### config.mk
export PLATFORM = sky130hd
export DESIGN_NAME = spsc_add
export DESIGN_NICKNAME = d
export VERILOG_FILES = /design/src/rtl/core/sar_pixel_sample_converter_assert.svh /design/src/rtl/core/spsc_pkg.sv /design/src/rtl/core/spsc_add.sv
export SDC_FILE = /design/constraint.sdc
export NUM_CORES = 1
export LEC_CHECK = 0
export ABC_CLOCK_PERIOD_IN_PS = 10400
export BUFFER_PORTS_ARGS = -buffer_cell sky130_fd_sc_hd__buf_2
export CORE_MARGIN = 3
export CORE_UTILIZATION = 50
export CTS_CLUSTER_SIZE = 16
export DETAILED_ROUTE_END_ITERATION = 8
export PLACE_DENSITY = 0.71
export SYNTH_ARGS = -nofsm -noshare
export SYNTH_HDL_FRONTEND = slang
export SYNTH_SLANG_ARGS = --single-unit
### constraint.sdc
create_clock -name clk -period 10.4 [get_ports clk]
set_input_delay 0.52 -clock clk [delete_from_list [all_inputs] [get_ports clk]]
set_output_delay 0.52 -clock clk [all_outputs]
set_load 0.03 [all_outputs]
### src/rtl/core/sar_pixel_sample_converter_assert.svh
// assertion macros for the pixel sample converter
// expects clk and rst_n in the including module's scope
`ifndef SAR_PIXEL_SAMPLE_CONVERTER_ASSERT_SVH
`define SAR_PIXEL_SAMPLE_CONVERTER_ASSERT_SVH
`ifndef SYNTHESIS
`define SPSC_ASSERT_NOW(lbl, ante, cons, msg) \
  lbl: assert property (@(posedge clk) disable iff (!rst_n) (ante) |-> (cons)) else $error(msg);
`define SPSC_ASSERT_NEXT(lbl, ante, cons, msg) \
  lbl: assert property (@(posedge clk) disable iff (!rst_n) (ante) |=> (cons)) else $error(msg);
`else
`define SPSC_ASSERT_NOW(lbl, ante, cons, msg)
`define SPSC_ASSERT_NEXT(lbl, ante, cons, msg)
`endif
`endif

### src/rtl/core/spsc_pkg.sv
// shared types, constants and float helpers of the pixel sample converter
// no dependencies
package spsc_pkg;

  typedef enum logic [2:0] {
    FMT_U8      = 3'd0,
    FMT_U16     = 3'd1,
    FMT_U32     = 3'd2,
    FMT_F32     = 3'd3,
    FMT_HALF    = 3'd4,
    FMT_CF32    = 3'd5,
    FMT_CHALF   = 3'd6,
    FMT_F32_ALT = 3'd7
  } fmt_t;

  localparam logic [31:0] F32_INF   = 32'h7F800000;
  localparam logic [31:0] F32_QUIET = 32'h00400000;
  localparam int SQRT_STAGES = 5;
  localparam int SQRT_STEPS  = 5;
  localparam logic [50:0] SQ_TOP_BIT = 51'(1) << 48;

  typedef struct packed {
    logic [6:0] sh;
    logic [8:0] ebase;
  } rnd_t;

  typedef struct packed {
    logic        eol;
    logic        is_int;
    logic        is_cplx;
    logic [31:0] a;
    logic [31:0] b;
  } s1_t;

  typedef struct packed {
    logic        eol;
    logic        byp;
    logic [31:0] byp_val;
    logic        is_int;
    logic [31:0] u;
    logic [5:0]  upos;
    logic [47:0] pr;
    logic [47:0] pi;
    logic [7:0]  er;
    logic [7:0]  ei;
    logic        infr;
    logic        infi;
  } s2_t;

  typedef struct packed {
    logic        eol;
    logic        byp;
    logic [31:0] byp_val;
    logic        is_int;
    logic [31:0] u;
    rnd_t        ru;
    logic [47:0] pr;
    logic [47:0] pi;
    rnd_t        rr;
    rnd_t        ri;
    logic        infr;
    logic        infi;
  } s3_t;

  typedef struct packed {
    logic        eol;
    logic        byp;
    logic [31:0] byp_val;
    logic [31:0] p1;
    logic [31:0] p2;
  } s4_t;

  typedef struct packed {
    logic        eol;
    logic        byp;
    logic [31:0] byp_val;
    logic [27:0] s;
    logic [7:0]  eb;
    logic        inf;
  } s5_t;

  typedef struct packed {
    logic        eol;
    logic        byp;
    logic [31:0] byp_val;
    logic [31:0] sum;
  } s6_t;

  typedef struct packed {
    logic [50:0] num;
    logic [50:0] r;
  } sq_t;

  typedef struct packed {
    logic        eol;
    logic        byp;
    logic [31:0] byp_val;
    logic [8:0]  bexp;
    sq_t         sq;
  } sqs_t;

  function automatic logic [5:0] msb_pos(logic [63:0] x);
    logic [5:0] p;
    p = 6'd0;
    for (int i = 0; i < 64; i++) begin
      if (x[i]) begin
        p = 6'(i);
      end
    end
    return p;
  endfunction

  function automatic logic [31:0] half_to_single(logic [15:0] h);
    logic [31:0] sgn;
    logic [4:0]  e;
    logic [9:0]  man;
    logic [3:0]  n;
    logic [10:0] mn;
    logic [7:0]  be;
    sgn = {h[15], 31'b0};
    e   = h[14:10];
    man = h[9:0];
    n   = 4'(6'd10 - msb_pos({54'b0, man}));
    mn  = {1'b0, man} << n;
    be  = 8'd113 - {4'b0, n};
    if (e == 5'd0) begin
      if (man == 10'd0) begin
        return sgn;
      end
      return sgn | {1'b0, be, mn[9:0], 13'b0};
    end
    if (e == 5'd31) begin
      return sgn | F32_INF;
    end
    return sgn | {1'b0, 3'b0, e, 23'b0} + {1'b0, 8'd112, 23'b0} | {19'b0, man, 3'b0} << 10;
  endfunction

  function automatic logic is_nan(logic [31:0] b);
    return b[30:0] > F32_INF[30:0];
  endfunction

  // round x >> sh to nearest even and pack on top of the exponent base
  function automatic logic [31:0] round_pack(logic [79:0] x, logic [6:0] sh,
                                             logic [8:0] ebase);
    logic [79:0] t;
    logic [79:0] mask;
    logic        g;
    logic        st;
    logic [33:0] sum;
    t    = x >> (sh - 7'd1);
    mask = ~({80{1'b1}} << (sh - 7'd1));
    st   = |(x & mask);
    g    = t[0];
    sum  = {2'b0, ebase, 23'b0} + {9'b0, t[25:1]} + {33'b0, g & (st | t[1])};
    if (sum >= {2'b0, F32_INF}) begin
      return F32_INF;
    end
    return sum[31:0];
  endfunction

  // shift and exponent base for the square of a float with exponent e
  function automatic rnd_t sq_prep(logic [47:0] p, logic [7:0] e);
    rnd_t               rv;
    logic [5:0]         l;
    logic signed [10:0] sh_s;
    logic signed [10:0] sh_n;
    logic signed [10:0] sh_m;
    logic signed [10:0] biased;
    l      = msb_pos({16'b0, p});
    sh_s   = 11'sd175 - $signed({2'b0, e, 1'b0});
    sh_n   = $signed({5'b0, l}) + 11'sd1;
    sh_m   = (sh_s > sh_n) ? sh_s : sh_n;
    biased = $signed({5'b0, l}) + $signed({2'b0, e, 1'b0}) - 11'sd173;
    rv.sh  = (sh_m > 11'sd79) ? 7'd79 : sh_m[6:0];
    rv.ebase = (biased > 11'sd0) ? 9'(biased - 11'sd1) : 9'd0;
    if (p == 48'd0) begin
      rv.sh    = 7'd1;
      rv.ebase = 9'd0;
    end
    return rv;
  endfunction

  function automatic sq_t sqrt_step(sq_t s, logic [50:0] bit_v);
    sq_t         o;
    logic [50:0] t;
    t = s.r + bit_v;
    if (s.num >= t) begin
      o.num = s.num - t;
      o.r   = (s.r >> 1) + bit_v;
    end else begin
      o.num = s.num;
      o.r   = s.r >> 1;
    end
    return o;
  endfunction

endpackage

### src/rtl/core/spsc_add.sv
// float32 sum of the squares and radicand setup, three stages
// depends on spsc_pkg
module spsc_add (
  input  logic            clk,
  input  logic            rst_n,
  input  logic            en,
  input  logic            s4_vld,
  input  spsc_pkg::s4_t   s4,
  output logic            s7_vld,
  output spsc_pkg::sqs_t  s7
);

  spsc_pkg::s5_t  s5_r, s5_nxt;
  spsc_pkg::s6_t  s6_r, s6_nxt;
  spsc_pkg::sqs_t s7_r, s7_nxt;
  logic           s5_vld_r, s6_vld_r, s7_vld_r;

  logic [31:0] big, sml;
  logic [7:0]  eb, es, d;
  logic [23:0] mb, ms;
  logic [26:0] ext_s, al;
  logic        st;

  always_comb begin
    if (s4.p1[30:0] >= s4.p2[30:0]) begin
      big = s4.p1;
      sml = s4.p2;
    end else begin
      big = s4.p2;
      sml = s4.p1;
    end
    eb    = (big[30:23] == 8'd0) ? 8'd1 : big[30:23];
    es    = (sml[30:23] == 8'd0) ? 8'd1 : sml[30:23];
    mb    = {big[30:23] != 8'd0, big[22:0]};
    ms    = {sml[30:23] != 8'd0, sml[22:0]};
    d     = eb - es;
    ext_s = {ms, 3'b0};
    if (d >= 8'd27) begin
      al = 27'd0;
      st = |ms;
    end else begin
      al = ext_s >> d;
      st = |(ext_s & ~({27{1'b1}} << d));
    end
    s5_nxt         = '0;
    s5_nxt.eol     = s4.eol;
    s5_nxt.byp     = s4.byp;
    s5_nxt.byp_val = s4.byp_val;
    s5_nxt.s       = ({1'b0, mb, 3'b0} + {1'b0, al}) | {27'b0, st};
    s5_nxt.eb      = eb;
    s5_nxt.inf     = (s4.p1 >= spsc_pkg::F32_INF) || (s4.p2 >= spsc_pkg::F32_INF);
  end

  always_comb begin
    s6_nxt         = '0;
    s6_nxt.eol     = s5_r.eol;
    s6_nxt.byp     = s5_r.byp;
    s6_nxt.byp_val = s5_r.byp_val;
    if (s5_r.inf) begin
      s6_nxt.sum = spsc_pkg::F32_INF;
    end else if (s5_r.s[27]) begin
      s6_nxt.sum = spsc_pkg::round_pack({52'b0, s5_r.s}, 7'd4, {1'b0, s5_r.eb});
    end else begin
      s6_nxt.sum = spsc_pkg::round_pack({52'b0, s5_r.s}, 7'd3, {1'b0, s5_r.eb} - 9'd1);
    end
  end

  logic [7:0]         f;
  logic [5:0]         n;
  logic [23:0]        m0;
  logic [25:0]        m;
  logic signed [9:0]  e, e2;

  always_comb begin
    f  = s6_r.sum[30:23];
    n  = 6'd23 - spsc_pkg::msb_pos({41'b0, s6_r.sum[22:0]});
    if (f == 8'd0) begin
      m0 = {1'b0, s6_r.sum[22:0]} << n;
      e  = -10'sd149 - $signed({4'b0, n});
    end else begin
      m0 = {1'b1, s6_r.sum[22:0]};
      e  = $signed({2'b0, f}) - 10'sd150;
    end
    if (e[0]) begin
      m  = {1'b0, m0, 1'b0};
      e2 = e - 10'sd1;
    end else begin
      m  = {m0, 2'b0};
      e2 = e - 10'sd2;
    end
    s7_nxt         = '0;
    s7_nxt.eol     = s6_r.eol;
    s7_nxt.byp     = s6_r.byp;
    s7_nxt.byp_val = s6_r.byp_val;
    s7_nxt.bexp    = 9'((e2 >>> 1) + 10'sd139);
    s7_nxt.sq.num  = {1'b0, m, 24'b0};
    s7_nxt.sq.r    = 51'd0;
    if (!s6_r.byp && ((s6_r.sum == 32'd0) || (s6_r.sum >= spsc_pkg::F32_INF))) begin
      s7_nxt.byp     = 1'b1;
      s7_nxt.byp_val = s6_r.sum;
    end
  end

  always_ff @(posedge clk) begin
    if (!rst_n) begin
      s5_vld_r <= 1'b0;
      s6_vld_r <= 1'b0;
      s7_vld_r <= 1'b0;
    end else if (en) begin
      s5_vld_r <= s4_vld;
      s6_vld_r <= s5_vld_r;
      s7_vld_r <= s6_vld_r;
    end
  end

  always_ff @(posedge clk) begin
    if (en) begin
      s5_r <= s5_nxt;
      s6_r <= s6_nxt;
      s7_r <= s7_nxt;
    end
  end

  assign s7_vld = s7_vld_r;
  assign s7     = s7_r;

endmodule

# After elaboration in Yosys (flattened, before gate mapping)

Cells that the tools add are included.

Reduce and logical (&&, ||, !) cells: 14
Shift-type cells: 3
Magnitude comparators: 7
Add/subtract/negate cells: 13
Multiplexer cells: 44
Bitwise operators: 7

Operators with widths:

| operator                | number |
|---|---|
| $mux W32                | 6 |
| $mux W6                 | 21 |
| $ge A32 B31 Y1 const B  | 3 |
| $mux W31                | 2 |
| $add A33 B1 Y34         | 1 |
| $ge A34 B31 Y1 const B  | 1 |
| $add A32 B1 Y33         | 1 |
| $add A32 B25 Y33        | 1 |
| $ge A33 B31 Y1 const B  | 1 |
| $add A31 B24 Y32        | 1 |
| $logic_not A32 Y1       | 1 |
| $ge A31 B31 Y1          | 1 |
| $add A27 B27 Y28        | 1 |
| $or A28 B1 Y28          | 1 |
| $and A27 B27 Y27        | 1 |
| $mux W27                | 1 |
| $not A27 Y27            | 1 |
| $reduce_or A27 Y1       | 1 |
| $shl A27 B8 Y27 const A | 1 |
| $shr A27 B8 Y27         | 1 |
| $mux W25                | 1 |
| $logic_not A8 Y1        | 3 |
| $mux W24                | 1 |
| $reduce_or A24 Y1       | 1 |
| other kinds (21)        | 34 |

Input bits: 102
Bits in registers: 209

# Longest topological paths before layout

Gate-level depths: netlist of run 1.

Depth after elaboration: 28
Gate-level depth with buffers: 39
Depth with buffers taken out: 35

# Worst setup path before layout of run 1

No wires, ideal clock.

Path type: input to register
Start point: in s4[8] (netlist name)
End point: reg s5_r[34] (netlist name) (data pin)
Library setup time: 0.258 ns
Arrival time: 8.090 ns
Buffers on the path: 7
Stages on the path: 37
Setup slack: 2.053 ns
Cell sequence: inv_1 > ha_1 > and4_1 > and4bb_1 > o41ai_1 > a41oi_1 > nor2_4 > buf_6 > buf_8 > buf_4 > mux2_2 > nor4_1 > and2_1 > nor2_1 > ha_1 > buf_2 > buf_1 > clkbuf_1 > clkbuf_1 > mux2i_1 > mux2i_1 > mux2i_1 > a32oi_1 > o21ai_0 > ha_1 > fa_1 > a21o_1 > a21oi_1 > o211ai_1 > a31oi_1 > o21ai_0 > or4b_2 > a311oi_1 > o21bai_1 > nand2b_1 > nand2_1 > xor2_1

RTL lines:

| what                 | line            | text |
|---|---|---|
| from (decl)          | spsc_add.sv:8   | `input spsc_pkg::s4_t s4,` |
| to (signal assigned) | spsc_add.sv:118 | `s5_r <= s5_nxt;` |
| to (decl)            | spsc_add.sv:13  | `spsc_pkg::s5_t s5_r, s5_nxt;` |

==> results of run 1 <==
worst register-to-register path, cell delays in order, from the launching register on:
cell	delay [ns]
sky130_fd_sc_hd__edfxtp_1	0.57
sky130_fd_sc_hd__nor4_1	0.36
sky130_fd_sc_hd__and3_1	0.23
sky130_fd_sc_hd__nand2b_1	0.45
sky130_fd_sc_hd__inv_1	0.40
sky130_fd_sc_hd__ha_1	0.58
sky130_fd_sc_hd__xor2_1	0.18
sky130_fd_sc_hd__nor2_1	0.06
sky130_fd_sc_hd__a31oi_1	0.16
sky130_fd_sc_hd__nor2_1	0.06
sky130_fd_sc_hd__a211o_1	0.34
sky130_fd_sc_hd__nor4_1	0.41
sky130_fd_sc_hd__nand2_1	0.13
sky130_fd_sc_hd__xnor2_1	0.18
sky130_fd_sc_hd__a2111oi_2	0.27
sky130_fd_sc_hd__xor2_1	0.12
power by group through the flow:
stage / combinational (mW) / clock (mW) / sequential (mW)
CTS: 1.31 / 0.754 / 1.18
finish: 1.33 / 0.729 / 1.18
global placement: 1.29 / 0 / 1.19
global route: 1.45 / 0.788 / 1.20
detailed placement: 1.30 / 0 / 1.20
floorplan: 0.968 / 0 / 1.19
registers in the layout (all words and copies together), names as in the netlist:
signal	count
f	8
s6_vld_r	1
s5_vld_r	1
s7_vld	1
s5_r	71
s7	68
s6_r	58
kinds of logic (layout without fill, tap and decap cells):
family	Yosys count	after routing	share of synthesized area, %
compound gates	342	342	13.9
other cells	1	78	0.0227
simple gates	510	510	15.1
mux	205	205	14.3
flops	208	208	37.6
xor+xnor	105	105	5.56
buf+inv	233	304	7.46
fa+ha+maj	80	80	6.14
area by class of cell:
| type | instances | area share [%] |
|---|---|---|
| clock buffers | 27 | 3.26 |
| clock inverters | 15 | 0.538 |
| inverters | 70 | 1.45 |
| multi-input cells | 1320 | 51.8 |
| flip-flops and latches | 208 | 34.3 |
| well taps | 435 | 3.00 |
| repair buffers | 192 | 5.65 |
cells in the mapped netlist (19+ instances only):
master	n	area (µm²)
sky130_fd_sc_hd__edfxtp_1	205	6160
sky130_fd_sc_hd__nor2_1	165	619
sky130_fd_sc_hd__nand2_1	124	465
sky130_fd_sc_hd__mux2i_1	107	1070
sky130_fd_sc_hd__a21oi_1	87	435
sky130_fd_sc_hd__buf_4	82	616
sky130_fd_sc_hd__mux2_2	82	923
sky130_fd_sc_hd__ha_1	78	976
sky130_fd_sc_hd__inv_1	68	255
sky130_fd_sc_hd__xnor2_1	67	587
sky130_fd_sc_hd__clkbuf_1	54	203
sky130_fd_sc_hd__o21ai_0	54	270
sky130_fd_sc_hd__xor2_1	38	333
sky130_fd_sc_hd__a22oi_1	36	270
sky130_fd_sc_hd__nand3_1	33	165
sky130_fd_sc_hd__nand4_1	29	181
sky130_fd_sc_hd__nor3_1	28	140
sky130_fd_sc_hd__nor4_1	26	163
sky130_fd_sc_hd__nand2b_1	20	125
sky130_fd_sc_hd__and3_1	19	119
sky130_fd_sc_hd__buf_2	19	95.1
layer usage:
layer / vias up / track usage [%] / routed length (µm)
met4: 0 / 6.29 / 1020
met3: 74 / 3.61 / 3200
li1: 6391 / - / -
met1: 6394 / 33.0 / 19000
met5: - / 0 / 0
met2: 602 / 39.2 / 20200
stage by stage:
step / power [mW] / cells
floorplan: 2.16 / 1761
global placement: 2.48 / 2225
detailed placement: 2.49 / 2225
CTS: 3.24 / 2267
global route: 3.43 / 2267
finish: 3.24 / 2267
how the worst max path moves through the flow:
stage | startpoint | slack, ns | to | cells past startpoint
CTS | s4[14] | 1.78 | s5_r[34]$_DFFE_PP_ | 34
detailed placement | s4[8] | 1.24 | s5_r[34]$_DFFE_PP_ | 34
floorplan | s4[8] | 2.05 | s5_r[34]$_DFFE_PP_ | 37
global route | s4[8] | 0.98 | s5_r[34]$_DFFE_PP_ | 30
finish | s4[8] | 1.63 | s5_r[34]$_DFFE_PP_ | 32
global placement | s4[14] | 1.40 | s5_r[34]$_DFFE_PP_ | 34
==> report_table.html, run 1 <==
<table>
<tr><th>Metric</th><th>Value</th></tr>
<tr><th colspan="2">Critical path</th></tr>
<tr><td>Buf/Inv on CP</td><td>4</td></tr>
<tr><td>Reg-to-reg critical path endpoint</td><td>s7[109]$_DFFE_PP_</td></tr>
<tr><td>Top cell family by delay on the critical path</td><td>compound AO/OA/AOI/OAI gates</td></tr>
<tr><td>Slack of the worst reg-to-reg path</td><td>5.66 ns</td></tr>
<tr><td>Highest net fanout along the worst path</td><td>about 80</td></tr>
<tr><td>Startpoint types</td><td>primary input</td></tr>
<tr><td>Data arrival time at the worst-slack endpoint</td><td>9.04 ns</td></tr>
<tr><td>Max incr delay on CP</td><td>between 0.8 and 0.9 ns</td></tr>
<tr><td>Start of the worst register-to-register path</td><td>s6_r[12]$_SDFFCE_PP0P_</td></tr>
<tr><td>Slowest library cell on the worst path</td><td>sky130_fd_sc_hd__buf_4</td></tr>
<tr><td>Depth of the most critical reg-to-reg path</td><td>15</td></tr>
<tr><td>Critical path class</td><td>primary input to flip-flop</td></tr>
<tr><td>Worst endpoint required time</td><td>approximately 11 ns</td></tr>
<tr><td>Critical path capture point type</td><td>flip-flop</td></tr>
<tr><th colspan="2">Finish</th></tr>
<tr><td>Final core utilization</td><td>56.5%</td></tr>
<tr><td>Non-Filler Cell Area, Final</td><td>roughly 18,000 µm²</td></tr>
<tr><td>Diode insertion count for antenna repair</td><td>0</td></tr>
<tr><td>Count of nets after finishing</td><td>approximately 2,000</td></tr>
<tr><td>Most common cell after layout, fill and taps aside</td><td>sky130_fd_sc_hd__edfxtp_1</td></tr>
<tr><td>Count of fill cells added during filler insertion</td><td>approximately 2,800</td></tr>
<tr><td>Layout cells sized above 1</td><td>between 10% and 20%</td></tr>
<tr><td>Total area of multi-input combinational cells</td><td>between 9000 and 10,000 µm²</td></tr>
<tr><td>Leading cell types in the layout, fill and taps excluded</td><td>sky130_fd_sc_hd__edfxtp_1, sky130_fd_sc_hd__buf_2, sky130_fd_sc_hd__nor2_1</td></tr>
<tr><td>Growth of design area from synthesis to finish</td><td>9.64%</td></tr>
<tr><td>Sequential cell area</td><td>roughly 6200 µm²</td></tr>
<tr><th colspan="2">Power</th></tr>
<tr><td>Clk pwr share</td><td>roughly 23%</td></tr>
<tr><td>Switching Share</td><td>38.9%</td></tr>
<tr><td>Fraction of power consumed by sequential logic</td><td>a little over a third</td></tr>
<tr><td>Power share of the combinational group</td><td>between 40% and 50%</td></tr>
<tr><td>Power density normalized to cell area</td><td>around 180 nW/µm²</td></tr>
<tr><td>Cell leakage power</td><td>around 7.5 nW</td></tr>
<tr><td>Switching power</td><td>1.26 mW</td></tr>
<tr><td>Max rail drop VDD</td><td>between 0.1 and 0.15 mV</td></tr>
<tr><td>Internal power</td><td>~2.0 mW</td></tr>
<tr><th colspan="2">Clocking</th></tr>
<tr><td>Total clock buffers created by CTS</td><td>23</td></tr>
<tr><td>Latest clock arrival within the worst-skew pair</td><td>between 0.5 and 0.6 ns</td></tr>
<tr><td>Cts-stage hold buffer count</td><td>0</td></tr>
<tr><td>Clk sinks</td><td>between 200 and 250</td></tr>
<tr><td>Quantity of gates resized following cts</td><td>0</td></tr>
<tr><td>Post-CTS setup buffers</td><td>0</td></tr>
<tr><td>Clk pin slew, worst setup/hold paths</td><td>~0.06 ns</td></tr>
<tr><td>H-Tree Level Count</td><td>1</td></tr>
<tr><td>Clock root buffer</td><td>sky130_fd_sc_hd__clkbuf_16</td></tr>
<tr><td>Max clock buf depth</td><td>3</td></tr>
<tr><td>Clock tree from TritonCTS</td><td>built</td></tr>
<tr><th colspan="2">Yosys</th></tr>
<tr><td>Total of warnings raised by yosys</td><td>0</td></tr>
<tr><td>Count of mapped cells out of synthesis</td><td>between 1,500 and 2,000</td></tr>
<tr><td>Distinct cells, synth</td><td>96</td></tr>
<tr><td>Post-Synthesis Cell Area</td><td>approximately 17,000 µm²</td></tr>
<tr><td>FF+latch count, synth</td><td>208</td></tr>
<tr><td>Average cell area after synthesis</td><td>~9.8 µm²</td></tr>
<tr><td>Sequential-to-total area share from yosys stat</td><td>37.6%</td></tr>
<tr><td>Most instantiated flip-flop cell in the synthesis netlist</td><td>sky130_fd_sc_hd__edfxtp_1</td></tr>
<tr><td>Asr flop ratio synth</td><td>0%</td></tr>
<tr><td>Number of enable-type register cells in the synthesized netlist</td><td>205</td></tr>
<tr><th colspan="2">STA</th></tr>
<tr><td>Final hold slack</td><td>0.180 ns</td></tr>
<tr><td>Max Clk Rate</td><td>between 100 and 150 MHz</td></tr>
<tr><td>Final number of hold-violating endpoints</td><td>0</td></tr>
<tr><td>Clock Skew</td><td>between 0.02 and 0.025 ns</td></tr>
<tr><td>Total of endpoints with negative setup slack in the final report</td><td>0</td></tr>
<tr><td>Unrepaired setup endpoints after global routing</td><td>no</td></tr>
<tr><td>Final period demand of the worst path</td><td>8.77 ns</td></tr>
<tr><td>Post-route clock period utilization</td><td>84.4%</td></tr>
<tr><td>Worst max-slew margin expressed relative to the limit</td><td>between 10% and 20%</td></tr>
<tr><td>Smallest setup slack after layout</td><td>roughly 1.6 ns</td></tr>
<tr><td>Aggregate negative setup slack</td><td>0 ns</td></tr>
<tr><td>Least-Margin Pin Slew</td><td>roughly 1.3 ns</td></tr>
<tr><td>Count of final max-slew check failures</td><td>0</td></tr>
<tr><th colspan="2">Die</th></tr>
<tr><td>Die height</td><td>around 190 µm</td></tr>
<tr><td>X dimension of the die</td><td>~190 µm</td></tr>
<tr><td>Initial core utilization</td><td>between 50% and 60%</td></tr>
<tr><td>Area of the die</td><td>35,300 µm²</td></tr>
<tr><td>Boundary Pins</td><td>~250</td></tr>
<tr><td>Area of the core</td><td>roughly 32,000 µm²</td></tr>
<tr><td>Count of standard-cell rows</td><td>65</td></tr>
<tr><th colspan="2">Global route</th></tr>
<tr><td>Initial antenna violation count</td><td>0</td></tr>
<tr><td>Wire length of the first global-routing pass</td><td>approximately 69,000 µm</td></tr>
<tr><td>Via count of the first global-routing pass</td><td>12,804</td></tr>
<tr><td>Remaining Overflow, GRT</td><td>0</td></tr>
<tr><td>Maximum number of pins on one net before global-route repair</td><td>around 130</td></tr>
<tr><td>GRT Total Usage</td><td>23.8%</td></tr>
<tr><th colspan="2">Placement</th></tr>
<tr><td>Detail Placement HPWL</td><td>32,600 µm</td></tr>
<tr><td>Pre-CTS WS</td><td>between 1 and 1.5 ns</td></tr>
<tr><td>Routability-driven placement congestion ratio</td><td>0.967</td></tr>
<tr><td>Count of input and output buffers</td><td>between 150 and 200</td></tr>
<tr><td>Standard cell area after detailed placement</td><td>between 15,000 and 20,000 µm²</td></tr>
<tr><th colspan="2">Routing</th></tr>
<tr><td>Number of iterations in the first detailed-routing pass</td><td>5</td></tr>
<tr><td>Total vias in the final route</td><td>13,461</td></tr>
<tr><td>Final wirelength</td><td>between 40,000 and 50,000 µm</td></tr>
<tr><td>Detailed-route vias per instance</td><td>between 5 and 6</td></tr>
<tr><td>1st-iter DRT viols</td><td>about 1,300</td></tr>
<tr><td>Count of antenna-violating nets left after detailed routing</td><td>0</td></tr>
<tr><td>Residual DRC count</td><td>0</td></tr>
<tr><td>Avg WL per Cell</td><td>approximately 19 µm</td></tr>
<tr><th colspan="2">Job</th></tr>
<tr><td>Max-capacitance violation count</td><td>0</td></tr>
<tr><th colspan="2">Worst hold path</th></tr>
<tr><td>Hold Path Sink</td><td>s5_r[61]$_DFFE_PP_</td></tr>
<tr><td>Type of the tightest min-delay check</td><td>primary input to flip-flop</td></tr>
<tr><td>Hold_sp</td><td>s4[88]</td></tr>
<tr><td>Worst Hold Depth</td><td>1</td></tr>
<tr><th colspan="2">Outcome</th></tr>
<tr><td>Status</td><td>completed</td></tr>
</table>
No activity file was read; power rests on OpenSTA's default activity.
==> run 2, diff against run 1 <==
Settings changed: ABC_CLOCK_PERIOD_IN_PS 10400 to 7550, PLACE_DENSITY 0.71 to 0.74.
Clock period 10.4 ns to 7.55 ns, I/O delays scaled along.
==> run 2 against run 1 <==
Register-to-register slack worse by 2.9 ns; clock power is 44% higher; global-route usage is 1.8 points higher; cell area is 10% higher; sequential power is 38% higher; clock-buffer cell count is 1 lower; clock skew is 0.0034 ns higher.
==> report_table.html, run 2 (synthesized netlist as in run 1, its figures left out) <==
<table>
<tr><th>Metric</th><th>Value</th></tr>
<tr><th colspan="2">Worst hold path</th></tr>
<tr><td>Type of the tightest min-delay check</td><td>primary input to flip-flop</td></tr>
<tr><th colspan="2">Global route</th></tr>
<tr><td>GRT Total Usage</td><td>25.6% (+1.8 points)</td></tr>
<tr><td>Maximum number of pins on one net before global-route repair</td><td>122 (-3.9%)</td></tr>
<tr><td>Remaining Overflow, GRT</td><td>0 (unchanged)</td></tr>
<tr><td>Initial antenna violation count</td><td>0 (unchanged)</td></tr>
<tr><td>Met1 Usage GRT</td><td>35.3% (+2.3 points)</td></tr>
<tr><td>Grt met2 use</td><td>43.6% (+4.4 points)</td></tr>
<tr><td>Wire length of the first global-routing pass</td><td>74,300 µm (+7.2%)</td></tr>
<tr><td>Via count of the first global-routing pass</td><td>13,818 (+7.9%)</td></tr>
<tr><td>GRT met3 Usage</td><td>2.80% (-0.80 points)</td></tr>
<tr><td>GRT Max-Usage Layer</td><td>met2</td></tr>
<tr><th colspan="2">Finish</th></tr>
<tr><td>Final core utilization</td><td>62.3% (+5.8 points)</td></tr>
<tr><td>Non-Filler Cell Area, Final</td><td>20,000 µm² (+10%)</td></tr>
<tr><td>Diode insertion count for antenna repair</td><td>0 (unchanged)</td></tr>
<tr><td>Layout cells sized above 1</td><td>29.5% (+10 points)</td></tr>
<tr><td>Leading cell types in the layout, fill and taps excluded</td><td>sky130_fd_sc_hd__buf_4, sky130_fd_sc_hd__edfxtp_1, sky130_fd_sc_hd__buf_2</td></tr>
<tr><td>Growth of design area from synthesis to finish</td><td>20.9%</td></tr>
<tr><td>Final std cells w/o fill</td><td>2,472 (+9.0%)</td></tr>
<tr><td>Register bank with the most flops</td><td>s5_r</td></tr>
<tr><td>Max FFs per register</td><td>71 (unchanged)</td></tr>
<tr><td>Most common cell after layout, fill and taps aside</td><td>sky130_fd_sc_hd__buf_4</td></tr>
<tr><td>Count of nets after finishing</td><td>2,203 (+10%)</td></tr>
<tr><th colspan="2">Clocking</th></tr>
<tr><td>Max clock buf depth</td><td>3 (unchanged)</td></tr>
<tr><td>Clock root buffer</td><td>sky130_fd_sc_hd__clkbuf_16</td></tr>
<tr><td>H-Tree Level Count</td><td>1 (unchanged)</td></tr>
<tr><td>Clock tree from TritonCTS</td><td>built</td></tr>
<tr><td>Clk pin slew, worst setup/hold paths</td><td>0.06 ns (about the same)</td></tr>
<tr><td>Latest clock arrival within the worst-skew pair</td><td>0.51 ns (about the same)</td></tr>
<tr><td>Total clock buffers created by CTS</td><td>23 (unchanged)</td></tr>
<tr><td>Clk sinks</td><td>208 (unchanged)</td></tr>
<tr><th colspan="2">Die</th></tr>
<tr><td>Count of standard-cell rows</td><td>65 (unchanged)</td></tr>
<tr><td>Area of the die</td><td>35,300 µm² (unchanged)</td></tr>
<tr><td>X dimension of the die</td><td>188 µm (unchanged)</td></tr>
<tr><td>Boundary Pins</td><td>248 (unchanged)</td></tr>
<tr><td>Initial core utilization</td><td>51.5% (unchanged)</td></tr>
<tr><td>Die height</td><td>188 µm (unchanged)</td></tr>
<tr><td>Area of the core</td><td>32,100 µm² (unchanged)</td></tr>
<tr><th colspan="2">Routing</th></tr>
<tr><td>Detailed-route vias per instance</td><td>5.82 (-1.9%)</td></tr>
<tr><td>Avg WL per Cell</td><td>19.1 µm (-0.28%)</td></tr>
<tr><td>Number of iterations in the first detailed-routing pass</td><td>5 (unchanged)</td></tr>
<tr><td>Total vias in the final route</td><td>14,394 (+6.9%)</td></tr>
<tr><td>Residual DRC count</td><td>0 (unchanged)</td></tr>
<tr><td>Final wirelength</td><td>47,200 µm (+8.7%)</td></tr>
<tr><td>Count of antenna-violating nets left after detailed routing</td><td>0 (unchanged)</td></tr>
<tr><td>1st-iter DRT viols</td><td>1,327 (+4.5%)</td></tr>
<tr><th colspan="2">Critical path</th></tr>
<tr><td>Slack of the worst reg-to-reg path</td><td>2.77 ns (-2.89 ns)</td></tr>
<tr><td>Data arrival time at the worst-slack endpoint</td><td>7.52 ns (-1.52 ns)</td></tr>
<tr><td>Critical path class</td><td>primary input to flip-flop</td></tr>
<tr><td>Highest net fanout along the worst path</td><td>11 (-86%)</td></tr>
<tr><td>Stages on worst setup path</td><td>39 (+22%)</td></tr>
<tr><td>Start of the worst register-to-register path</td><td>s6_r[12]$_SDFFCE_PP0P_</td></tr>
<tr><td>Worst endpoint required time</td><td>7.82 ns (-2.85 ns)</td></tr>
<tr><td>Slowest library cell on the worst path</td><td>sky130_fd_sc_hd__or4b_4</td></tr>
<tr><td>Depth of the most critical reg-to-reg path</td><td>15 (unchanged)</td></tr>
<tr><td>Reg-to-reg critical path endpoint</td><td>s7[109]$_DFFE_PP_</td></tr>
<tr><td>Critical path capture point type</td><td>flip-flop</td></tr>
<tr><td>Max incr delay on CP</td><td>0.55 ns (-0.28 ns)</td></tr>
<tr><td>Buf/Inv on CP</td><td>5 (+1)</td></tr>
<tr><td>Startpoint types</td><td>primary input</td></tr>
<tr><td>Top cell family by delay on the critical path</td><td>simple AND/OR/NAND/NOR gates</td></tr>
<tr><td>Beginning of the critical path</td><td>s4[17]</td></tr>
<tr><td>Worst Setup EP</td><td>s5_r[34]$_DFFE_PP_</td></tr>
<tr><th colspan="2">STA</th></tr>
<tr><td>Max Clk Rate</td><td>138 MHz</td></tr>
<tr><td>Clock Skew</td><td>0.0277 ns (+0.00341 ns)</td></tr>
<tr><td>Least-Margin Pin Slew</td><td>1.04 ns (-0.215 ns)</td></tr>
<tr><td>Worst max-slew margin expressed relative to the limit</td><td>30.1% (+15 points)</td></tr>
<tr><td>Total of endpoints with negative setup slack in the final report</td><td>0 (unchanged)</td></tr>
<tr><td>Smallest setup slack after layout</td><td>0.293 ns (-1.33 ns)</td></tr>
<tr><td>Count of final max-slew check failures</td><td>0 (unchanged)</td></tr>
<tr><td>Final number of hold-violating endpoints</td><td>0 (unchanged)</td></tr>
<tr><td>Final period demand of the worst path</td><td>just over 7 ns</td></tr>
<tr><td>Post-route clock period utilization</td><td>between 90% and 100%</td></tr>
<tr><th colspan="2">Power</th></tr>
<tr><td>Cell leakage power</td><td>8.54 nW (+14%)</td></tr>
<tr><td>Power density normalized to cell area</td><td>244 nW/µm² (+37%)</td></tr>
<tr><td>Max rail drop VDD</td><td>0.159 mV (+25%)</td></tr>
<tr><th colspan="2">Placement</th></tr>
<tr><td>Routability-driven placement congestion ratio</td><td>0.961 (-0.62%)</td></tr>
<tr><td>Count of input and output buffers</td><td>170 (unchanged)</td></tr>
<tr><td>Instance count after placement with tap cells included</td><td>2,425 (+9.0%)</td></tr>
<tr><td>Pre-CTS WS</td><td>-0.539 ns (-1.77 ns)</td></tr>
<tr><td>Standard cell area after detailed placement</td><td>19,200 µm² (+9.8%)</td></tr>
<tr><td>Detail Placement HPWL</td><td>36,400 µm (+12%)</td></tr>
<tr><th colspan="2">Outcome</th></tr>
<tr><td>Status</td><td>completed</td></tr>
<tr><th colspan="2">Job</th></tr>
<tr><td>Max-capacitance violation count</td><td>0 (unchanged)</td></tr>
</table>
[run 2: how the worst min path moves through the flow]
| stage | end | slack (ns) | from | cells after the start |
|---|---|---|---|---|
| floorplan | s6_r[32]$_DFFE_PP_ | 0.40 | s5_r[37]$_DFFE_PP_ | 0 |
| global placement | s6_r[38]$_DFFE_PP_ | 0.40 | s5_r[43]$_DFFE_PP_ | 0 |
| detailed placement | s6_r[38]$_DFFE_PP_ | 0.40 | s5_r[43]$_DFFE_PP_ | 0 |
| CTS | s5_r[68]$_DFFE_PP_ | 0.02 | s4[95] | 1 |
| global route | s5_r[58]$_DFFE_PP_ | 0.03 | s4[85] | 1 |
| finish | s5_r[68]$_DFFE_PP_ | 0.04 | s4[95] | 1 |
[run 2: worst register-to-register path, stage by stage, from the launching register on]
cell and delay, ns:
sky130_fd_sc_hd__edfxtp_1 0.58, sky130_fd_sc_hd__nor4_1 0.37, sky130_fd_sc_hd__and3_1 0.22, sky130_fd_sc_hd__nand2b_1 0.46, sky130_fd_sc_hd__inv_1 0.40, sky130_fd_sc_hd__ha_1 0.57, sky130_fd_sc_hd__xor2_1 0.19, sky130_fd_sc_hd__nor2_1 0.06
sky130_fd_sc_hd__a31oi_1 0.16, sky130_fd_sc_hd__nor2_1 0.05, sky130_fd_sc_hd__a211o_1 0.32, sky130_fd_sc_hd__nor4_1 0.46, sky130_fd_sc_hd__nand2_1 0.13, sky130_fd_sc_hd__xnor2_1 0.19, sky130_fd_sc_hd__a2111oi_2 0.26, sky130_fd_sc_hd__xor2_1 0.11
[run 2: final cells by class]
cell class	instances	area, µm²
inverters	70	275
clock buffers	26	587
multi-input cells	1320	9650
clock inverters	15	125
fillers	2619	12100
well taps	435	544
flip-flops and latches	208	6220
repair buffers	398	2600
[run 2: timing repair]
item | 4_1_cts | 5_1_grt
setup endpoints to repair | 2 | 8
pin swaps | 0 | 13
hold endpoints to repair | 0 | 0
hold buffers | 0 | 0
gates resized for setup | 1 | 15
buffers inserted | 0 | 6
[run 2: layer usage]
metal / share of wire [%] / vias to the layer above
met5: 0 / -
met4: 2.2 / 0
met3: 6.9 / 81
met2: 48 / 642
met1: 43 / 6878
li1: - / 6793
[run 2: power breakdown]
| group | leakage (nW) | total [mW] | switching (mW) | internal [mW] |
|---|---|---|---|---|
| clock network | 0.336 | 1.05 | 0.450 | 0.600 |
| logic | 6.16 | 2.20 | 1.26 | 0.942 |
| registers | 2.04 | 1.63 | 0.163 | 1.46 |
[run 2: metrics by stage]
| stage | hold WS (ns) | setup TNS, ns | power [mW] |
|---|---|---|---|
| 2_1_floorplan | 0.400 | -0.0938 | 3.00 |
| 3_3_place_gp | 0.401 | -0.994 | 3.74 |
| 5_1_grt | 0.0298 | -0.0947 | 5.13 |
| 4_1_cts | 0.0190 | 0 | 4.83 |
| 3_5_place_dp | 0.405 | -2.28 | 3.77 |
| 6_report | 0.0381 | 0 | 4.88 |
